## src/sha512_pkg.sv

```systemverilog
`default_nettype none

package sha512_pkg;

  // One 64-bit word and the eight working variables, index 0 is a
  typedef logic [63:0] word_t;
  typedef logic [7:0][63:0] vars_t;

  // Input word: message bytes plus framing
  typedef struct packed {
    logic [63:0] data_word;
    logic [3:0]  valid_bytes;
    logic        last_word;
  } in_word_t;

  // Output word: one digest word and its position
  typedef struct packed {
    logic [63:0] digest_word;
    logic [2:0]  word_index;
    logic        digest_last;
  } out_word_t;

  // Sequencer states
  typedef enum logic [2:0] {
    ST_IDLE,
    ST_ROUND,
    ST_HADD,
    ST_PAD,
    ST_OUT
  } state_e;

  localparam int unsigned ROUNDS      = 80;
  localparam int unsigned RND_W       = $clog2(ROUNDS);
  localparam int unsigned WIN_DEPTH   = 16;
  localparam int unsigned POS_W       = $clog2(WIN_DEPTH);
  localparam int unsigned BYTES_WORD  = 8;
  localparam int unsigned DIGEST_W    = 8;
  localparam int unsigned IDX_W       = $clog2(DIGEST_W);

  localparam logic [RND_W-1:0] RND_LAST  = RND_W'(ROUNDS - 1);
  localparam logic [POS_W-1:0] POS_BLOCK = POS_W'(WIN_DEPTH - 1);
  localparam logic [POS_W-1:0] POS_LEN   = POS_W'(WIN_DEPTH - 2);
  localparam logic [IDX_W-1:0] IDX_LAST  = IDX_W'(DIGEST_W - 1);
  localparam logic [3:0]       VB_FULL   = 4'(BYTES_WORD);

  localparam word_t PAD_MARK = 64'h8000_0000_0000_0000;

  // Initial hash, written h down to a so that index 0 holds a
  localparam vars_t HASH_INIT = {
    64'h5be0cd19137e2179, 64'h1f83d9abfb41bd6b,
    64'h9b05688c2b3e6c1f, 64'h510e527fade682d1,
    64'ha54ff53a5f1d36f1, 64'h3c6ef372fe94f82b,
    64'hbb67ae8584caa73b, 64'h6a09e667f3bcc908
  };

  function automatic word_t rotr(word_t x, int unsigned n);
    rotr = (x >> n) | (x << (64 - n));
  endfunction

  // Round constants
  function automatic word_t round_k(logic [RND_W-1:0] t);
    case (t)
      7'd0:  round_k = 64'h428a2f98d728ae22;
      7'd1:  round_k = 64'h7137449123ef65cd;
      7'd2:  round_k = 64'hb5c0fbcfec4d3b2f;
      7'd3:  round_k = 64'he9b5dba58189dbbc;
      7'd4:  round_k = 64'h3956c25bf348b538;
      7'd5:  round_k = 64'h59f111f1b605d019;
      7'd6:  round_k = 64'h923f82a4af194f9b;
      7'd7:  round_k = 64'hab1c5ed5da6d8118;
      7'd8:  round_k = 64'hd807aa98a3030242;
      7'd9:  round_k = 64'h12835b0145706fbe;
      7'd10: round_k = 64'h243185be4ee4b28c;
      7'd11: round_k = 64'h550c7dc3d5ffb4e2;
      7'd12: round_k = 64'h72be5d74f27b896f;
      7'd13: round_k = 64'h80deb1fe3b1696b1;
      7'd14: round_k = 64'h9bdc06a725c71235;
      7'd15: round_k = 64'hc19bf174cf692694;
      7'd16: round_k = 64'he49b69c19ef14ad2;
      7'd17: round_k = 64'hefbe4786384f25e3;
      7'd18: round_k = 64'h0fc19dc68b8cd5b5;
      7'd19: round_k = 64'h240ca1cc77ac9c65;
      7'd20: round_k = 64'h2de92c6f592b0275;
      7'd21: round_k = 64'h4a7484aa6ea6e483;
      7'd22: round_k = 64'h5cb0a9dcbd41fbd4;
      7'd23: round_k = 64'h76f988da831153b5;
      7'd24: round_k = 64'h983e5152ee66dfab;
      7'd25: round_k = 64'ha831c66d2db43210;
      7'd26: round_k = 64'hb00327c898fb213f;
      7'd27: round_k = 64'hbf597fc7beef0ee4;
      7'd28: round_k = 64'hc6e00bf33da88fc2;
      7'd29: round_k = 64'hd5a79147930aa725;
      7'd30: round_k = 64'h06ca6351e003826f;
      7'd31: round_k = 64'h142929670a0e6e70;
      7'd32: round_k = 64'h27b70a8546d22ffc;
      7'd33: round_k = 64'h2e1b21385c26c926;
      7'd34: round_k = 64'h4d2c6dfc5ac42aed;
      7'd35: round_k = 64'h53380d139d95b3df;
      7'd36: round_k = 64'h650a73548baf63de;
      7'd37: round_k = 64'h766a0abb3c77b2a8;
      7'd38: round_k = 64'h81c2c92e47edaee6;
      7'd39: round_k = 64'h92722c851482353b;
      7'd40: round_k = 64'ha2bfe8a14cf10364;
      7'd41: round_k = 64'ha81a664bbc423001;
      7'd42: round_k = 64'hc24b8b70d0f89791;
      7'd43: round_k = 64'hc76c51a30654be30;
      7'd44: round_k = 64'hd192e819d6ef5218;
      7'd45: round_k = 64'hd69906245565a910;
      7'd46: round_k = 64'hf40e35855771202a;
      7'd47: round_k = 64'h106aa07032bbd1b8;
      7'd48: round_k = 64'h19a4c116b8d2d0c8;
      7'd49: round_k = 64'h1e376c085141ab53;
      7'd50: round_k = 64'h2748774cdf8eeb99;
      7'd51: round_k = 64'h34b0bcb5e19b48a8;
      7'd52: round_k = 64'h391c0cb3c5c95a63;
      7'd53: round_k = 64'h4ed8aa4ae3418acb;
      7'd54: round_k = 64'h5b9cca4f7763e373;
      7'd55: round_k = 64'h682e6ff3d6b2b8a3;
      7'd56: round_k = 64'h748f82ee5defb2fc;
      7'd57: round_k = 64'h78a5636f43172f60;
      7'd58: round_k = 64'h84c87814a1f0ab72;
      7'd59: round_k = 64'h8cc702081a6439ec;
      7'd60: round_k = 64'h90befffa23631e28;
      7'd61: round_k = 64'ha4506cebde82bde9;
      7'd62: round_k = 64'hbef9a3f7b2c67915;
      7'd63: round_k = 64'hc67178f2e372532b;
      7'd64: round_k = 64'hca273eceea26619c;
      7'd65: round_k = 64'hd186b8c721c0c207;
      7'd66: round_k = 64'heada7dd6cde0eb1e;
      7'd67: round_k = 64'hf57d4f7fee6ed178;
      7'd68: round_k = 64'h06f067aa72176fba;
      7'd69: round_k = 64'h0a637dc5a2c898a6;
      7'd70: round_k = 64'h113f9804bef90dae;
      7'd71: round_k = 64'h1b710b35131c471b;
      7'd72: round_k = 64'h28db77f523047d84;
      7'd73: round_k = 64'h32caab7b40c72493;
      7'd74: round_k = 64'h3c9ebe0a15c9bebc;
      7'd75: round_k = 64'h431d67c49c100d4c;
      7'd76: round_k = 64'h4cc5d4becb3e42b6;
      7'd77: round_k = 64'h597f299cfc657e2a;
      7'd78: round_k = 64'h5fcb6fab3ad6faec;
      7'd79: round_k = 64'h6c44198c4a475817;
      default: round_k = '0;
    endcase
  endfunction

endpackage

`default_nettype wire

```

## src/sha512_round.sv

```systemverilog
`default_nettype none

// One compression round plus one schedule extension step
module sha512_round (
  input  sha512_pkg::vars_t vars_i,
  input  sha512_pkg::word_t k_i,
  input  sha512_pkg::word_t w0_i,
  input  sha512_pkg::word_t w1_i,
  input  sha512_pkg::word_t w9_i,
  input  sha512_pkg::word_t w14_i,
  output sha512_pkg::vars_t vars_o,
  output sha512_pkg::word_t wnext_o
);
  import sha512_pkg::*;

  word_t big_s0, big_s1, ch, maj, t1, t2, sm0, sm1;

  // Round function on a..h, w0 is the schedule word of this round
  always_comb begin
    big_s1 = rotr(vars_i[4], 14) ^ rotr(vars_i[4], 18) ^ rotr(vars_i[4], 41);
    big_s0 = rotr(vars_i[0], 28) ^ rotr(vars_i[0], 34) ^ rotr(vars_i[0], 39);
    ch     = (vars_i[4] & vars_i[5]) ^ (~vars_i[4] & vars_i[6]);
    maj    = (vars_i[0] & vars_i[1]) ^ (vars_i[0] & vars_i[2]) ^ (vars_i[1] & vars_i[2]);
    t1     = vars_i[7] + big_s1 + ch + k_i + w0_i;
    t2     = big_s0 + maj;
    vars_o[7] = vars_i[6];
    vars_o[6] = vars_i[5];
    vars_o[5] = vars_i[4];
    vars_o[4] = vars_i[3] + t1;
    vars_o[3] = vars_i[2];
    vars_o[2] = vars_i[1];
    vars_o[1] = vars_i[0];
    vars_o[0] = t1 + t2;
  end

  // Schedule word sixteen rounds ahead
  always_comb begin
    sm1     = rotr(w14_i, 19) ^ rotr(w14_i, 61) ^ (w14_i >> 6);
    sm0     = rotr(w1_i, 1) ^ rotr(w1_i, 8) ^ (w1_i >> 7);
    wnext_o = sm1 + w9_i + sm0 + w0_i;
  end

endmodule

`default_nettype wire

```

## config.mk

```make
export PLATFORM = sky130hd
export DESIGN_NAME = sha512_round
export DESIGN_NICKNAME = d
export VERILOG_FILES = /design/src/sha512_pkg.sv /design/src/sha512_round.sv
export SDC_FILE = /design/constraint.sdc
export NUM_CORES = 2
export LEC_CHECK = 0
export BUFFER_PORTS_ARGS = -buffer_cell sky130_fd_sc_hd__clkbuf_2
export CORE_AREA = 5 5 545 547
export DETAILED_ROUTE_END_ITERATION = 10
export DIE_AREA = 0 0 550 552
export SLEW_MARGIN = 20
export SYNTH_ARGS = -nofsm -noshare
export SYNTH_HDL_FRONTEND = slang
export SYNTH_SLANG_ARGS = --single-unit
```

## constraint.sdc

```tcl
create_clock -name vclk -period 12.1
set_input_delay 1.21 -clock vclk [all_inputs]
set_output_delay 1.21 -clock vclk [all_outputs]
set_load 0.1 [all_outputs]
```

Word level (Yosys, flattened, before mapping)
Cells that the tools add are included.
{"block": "totals", "out_inout_bits": 576, "input_bits": 832, "reg_bits": 0, "wordCells": 37}
{"block": "classes", "n_addsub": 10, "bitwise_logic": 27}
{"cell": "$add A64 B64 Y64", "count": 10}
{"cell": "$xor A64 B64 Y64", "count": 9}
{"cell": "$and A64 B64 Y64", "count": 5}
{"cell": "$not A64 Y64", "count": 1}
{"cell": "$or A23 B64 Y64", "count": 1}
{"cell": "$or A25 B64 Y64", "count": 1}
{"cell": "$or A3 B64 Y64", "count": 1}
{"cell": "$or A30 B64 Y64", "count": 1}
{"cell": "$or A36 B64 Y64", "count": 1}
{"cell": "$or A45 B64 Y64", "count": 1}
{"cell": "$or A46 B64 Y64", "count": 1}
{"cell": "$or A50 B64 Y64", "count": 1}
{"cell": "$or A56 B64 Y64", "count": 1}
{"cell": "$or A63 B64 Y64", "count": 1}
{"cell": "$xor A64 B57 Y64", "count": 1}
{"cell": "$xor A64 B58 Y64", "count": 1}

Depth between registers and ports, before layout
{"block": "depth", "word_depth": 8, "mapped_depth": 34, "depth_no_buf": 32}

Worst setup path after synthesis
OpenSTA, ideal clock, no wires.
{"block": "synth_timing", "path_kind": "input -> output", "start": "input port vars_i[450] (netlist bit)", "end": "output port vars_o[62] (netlist bit)", "path_buffers": 1, "stages": 33, "arrival_time_ps": 9560, "path_slack_ps": 1330, "cell_sequence": "inv_1 -> fa_1 -> inv_1 -> fa_1 -> inv_1 -> fa_1 -> inv_1 -> ha_1 -> a211oi_1 -> nor2_1 -> o41ai_2 -> a21o_1 -> o21ai_1 -> a221oi_1 -> o21ai_1 -> a221oi_1 -> o221ai_1 -> a21oi_1 -> xnor2_1 -> fa_1 -> ha_1 -> clkbuf_1 -> a21oi_1 -> o21ai_0 -> a21o_1 -> a211oi_1 -> o221ai_1 -> nor2_1 -> o311ai_1 -> nand2_1 -> o41ai_1 -> o22ai_1 -> xnor2_1"}
{"element": "from (decl)", "line": "sha512_round.sv:5", "rtl": "input sha512_pkg::vars_t vars_i,"}
{"element": "to (decl)", "line": "sha512_round.sv:11", "rtl": "output sha512_pkg::vars_t vars_o,"}

==> impl_metrics.json <==
{
  "run_status": "completed",
  "setup_fix_bufs_post_cts": 0,
  "layout_min_cycle_time_ns": 11.66,
  "mean_instance_size_in_the_synthesized_netlist_um2": 7.90,
  "hold_path_class": "in -> out",
  "first_pass_iters": 7,
  "cts_hold_buffers": 0,
  "post-route-cell-area_um2": 43300,
  "core-area_um2": 292000,
  "count_of_unique_library_cells_instantiated_by_yosys": 84,
  "ios": 1408,
  "endpoint_type_of_the_worst_setup_path": "output port",
  "synth.top_cell.area_share": 0.229,
  "dpl_cell_area_um2": 43200,
  "route.detailed.wl_per_inst_um": 38.9,
  "ant_nets": 0,
  "grt_overflow": 0,
  "finalWeightedCongestion": 0.968,
  "synthTopCellsByArea": "sky130_fd_sc_hd__fa_1, sky130_fd_sc_hd__xnor2_1, sky130_fd_sc_hd__ha_1, sky130_fd_sc_hd__buf_4, sky130_fd_sc_hd__inv_1",
  "syn_to_final_growth_pct": 30.9,
  "via_per_inst": 3.80,
  "sequential_cell_count": 0,
  "first_global_vias": 35778,
  "drt_drc_violations_left": 0,
  "slew_worst_pin_ns": 1.18,
  "cts_resized": 0,
  "max_stage_delay_ns": 0.62,
  "grt_start_max_net_pins": 10,
  "yosys-top-cells-count": "sky130_fd_sc_hd__inv_1, sky130_fd_sc_hd__xnor2_1, sky130_fd_sc_hd__buf_4, sky130_fd_sc_hd__fa_1, sky130_fd_sc_hd__a21oi_1",
  "via_count": 35027,
  "worst_path_most_repeated_cell": "sky130_fd_sc_hd__fa_1",
  "timing_hold_violations_final": 0,
  "dp_cells": 9173,
  "cp_max_delay_cell": "sky130_fd_sc_hd__a211oi_1",
  "die_y_um": 552,
  "timing.setup.tns_ns": 0,
  "timing.max_slew.rel_slack": 0.210,
  "timing.final.max_slew_violations": 0,
  "initial_core_util": 0.113,
  "cp-start-kind": "input pin",
  "unrepaired_setup_endpoints_after_global_routing": "no",
  "ys.warnings.count": 0,
  "setup_viol": 0,
  "syn-instance-count": 4192,
  "top_achievable_clock_speed_mhz": 85.8,
  "syn-num-nets": 5655,
  "fin_cells": 9222,
  "post_route_cells_drive_above_1_share": 0.307,
  "area.sequential_um2": 0,
  "port_buffers": 1408,
  "hpwlAfterDp_um": 341000,
  "critical_path_s_top_delay_family": "compound AO/OA/AOI/OAI gates",
  "yosysSeqAreaShare": 0,
  "die_w_um": 550,
  "clkbuf_count": 0,
  "postRouteWirelength_um": 359000,
  "drt_iter0_markers": 2413,
  "synthDominantAreaCellType": "sky130_fd_sc_hd__fa_1",
  "critPathKind": "in -> out",
  "track_usage": 0.226,
  "floorplan.die_area_um2": 304000,
  "worstPathRequired_ns": 10.89,
  "final_period_util": 0.964,
  "finalNetCount": 6719,
  "post_synth_instance_area_um2": 33100,
  "max_cap_violations": 0,
  "crit_fanout": 4,
  "antenna_found_initial": 180,
  "synthMostInstantiatedCell": "sky130_fd_sc_hd__inv_1",
  "cell_rows": 199,
  "path_buf_inv": 11,
  "grt_pass1_wl_um": 431000,
  "cp_data_arrival_time_ns": 10.45
}
[per-stage QoR]
stage	util	setup slack (ns)	hold WS (ns)
after floorplan	-	1.33	2.63
after global placement	0.148	0.556	2.87
after detailed placement	0.148	0.607	2.87
after CTS	0.148	0.568	2.87
after global routing	0.148	0.0640	2.88
final	0.148	0.441	2.87
[per-layer routing]
layer / vias to the layer above / GRT usage / part of all wire
li1: 15418 / - / -
met2: 2050 / 0.388 / 0.47
met5: - / 0 / 0.00045
met4: 24 / 0.123 / 0.075
met1: 16850 / 0.221 / 0.34
met3: 685 / 0.112 / 0.12
[cells in the final DEF (no fill, tap or decap), types with 6 or more instances in the layout]
| master | count |
|---|---|
| sky130_fd_sc_hd__clkbuf_2 | 1381 |
| sky130_fd_sc_hd__inv_1 | 740 |
| sky130_fd_sc_hd__xnor2_1 | 508 |
| sky130_fd_sc_hd__fa_1 | 379 |
| sky130_fd_sc_hd__a21oi_1 | 292 |
| sky130_fd_sc_hd__ha_1 | 252 |
| sky130_fd_sc_hd__xor2_1 | 244 |
| sky130_fd_sc_hd__a21o_1 | 191 |
| sky130_fd_sc_hd__nand2_1 | 168 |
| sky130_fd_sc_hd__buf_4 | 153 |
| sky130_fd_sc_hd__o21ai_0 | 144 |
| sky130_fd_sc_hd__nor2_1 | 134 |
| sky130_fd_sc_hd__nand4_1 | 56 |
| sky130_fd_sc_hd__diode_2 | 49 |
| sky130_fd_sc_hd__o21bai_1 | 49 |
| sky130_fd_sc_hd__nand3_1 | 45 |
| sky130_fd_sc_hd__maj3_1 | 43 |
| sky130_fd_sc_hd__mux2i_1 | 43 |
| sky130_fd_sc_hd__o21a_1 | 32 |
| sky130_fd_sc_hd__nor3_1 | 32 |
| sky130_fd_sc_hd__and3_1 | 28 |
| sky130_fd_sc_hd__nor2b_1 | 28 |
| sky130_fd_sc_hd__a31oi_1 | 25 |
| sky130_fd_sc_hd__mux2_2 | 22 |
| sky130_fd_sc_hd__buf_12 | 22 |
| sky130_fd_sc_hd__nand2b_1 | 21 |
| sky130_fd_sc_hd__a211oi_1 | 17 |
| sky130_fd_sc_hd__o31ai_1 | 15 |
| sky130_fd_sc_hd__and2_1 | 11 |
| sky130_fd_sc_hd__a221oi_1 | 11 |
| sky130_fd_sc_hd__a21boi_0 | 11 |
| sky130_fd_sc_hd__or3_1 | 11 |
| sky130_fd_sc_hd__o211ai_1 | 11 |
| sky130_fd_sc_hd__nor4_1 | 10 |
| sky130_fd_sc_hd__o21ai_1 | 10 |
| sky130_fd_sc_hd__and4_1 | 8 |
| sky130_fd_sc_hd__a221o_1 | 8 |
| sky130_fd_sc_hd__o221ai_1 | 7 |
| sky130_fd_sc_hd__a41oi_1 | 6 |
[cell type report]
cell class / instances / area [µm²]
Fill cell: 33906 / 249000
Multi-Input combinational cell: 2958 / 27000
Timing Repair Buffer: 1556 / 8500
Tap cell: 3919 / 4900
Inverter: 740 / 2780
Antenna cell: 49 / 123
[path summary, 6_finish.rpt]
path	start	to	slack [ns]	cells past startpoint
worst max-delay path	w0_i[1]	vars_o[57]	0.44	37
worst min-delay path	vars_i[93]	vars_o[157]	2.87	2
[kinds of logic after synthesis]
logic type                 share of synthesized area
buffers and inverters                          0.184
AOI/OAI and AO/OA                              0.176
xor gates and xnor gates                       0.199
adders and majority gates                      0.337
and+or+nand+nor                               0.0832
muxes                                         0.0205
Power is not shown: default switching activity piles up to over one toggle a cycle in this logic, so the estimate is an artifact.
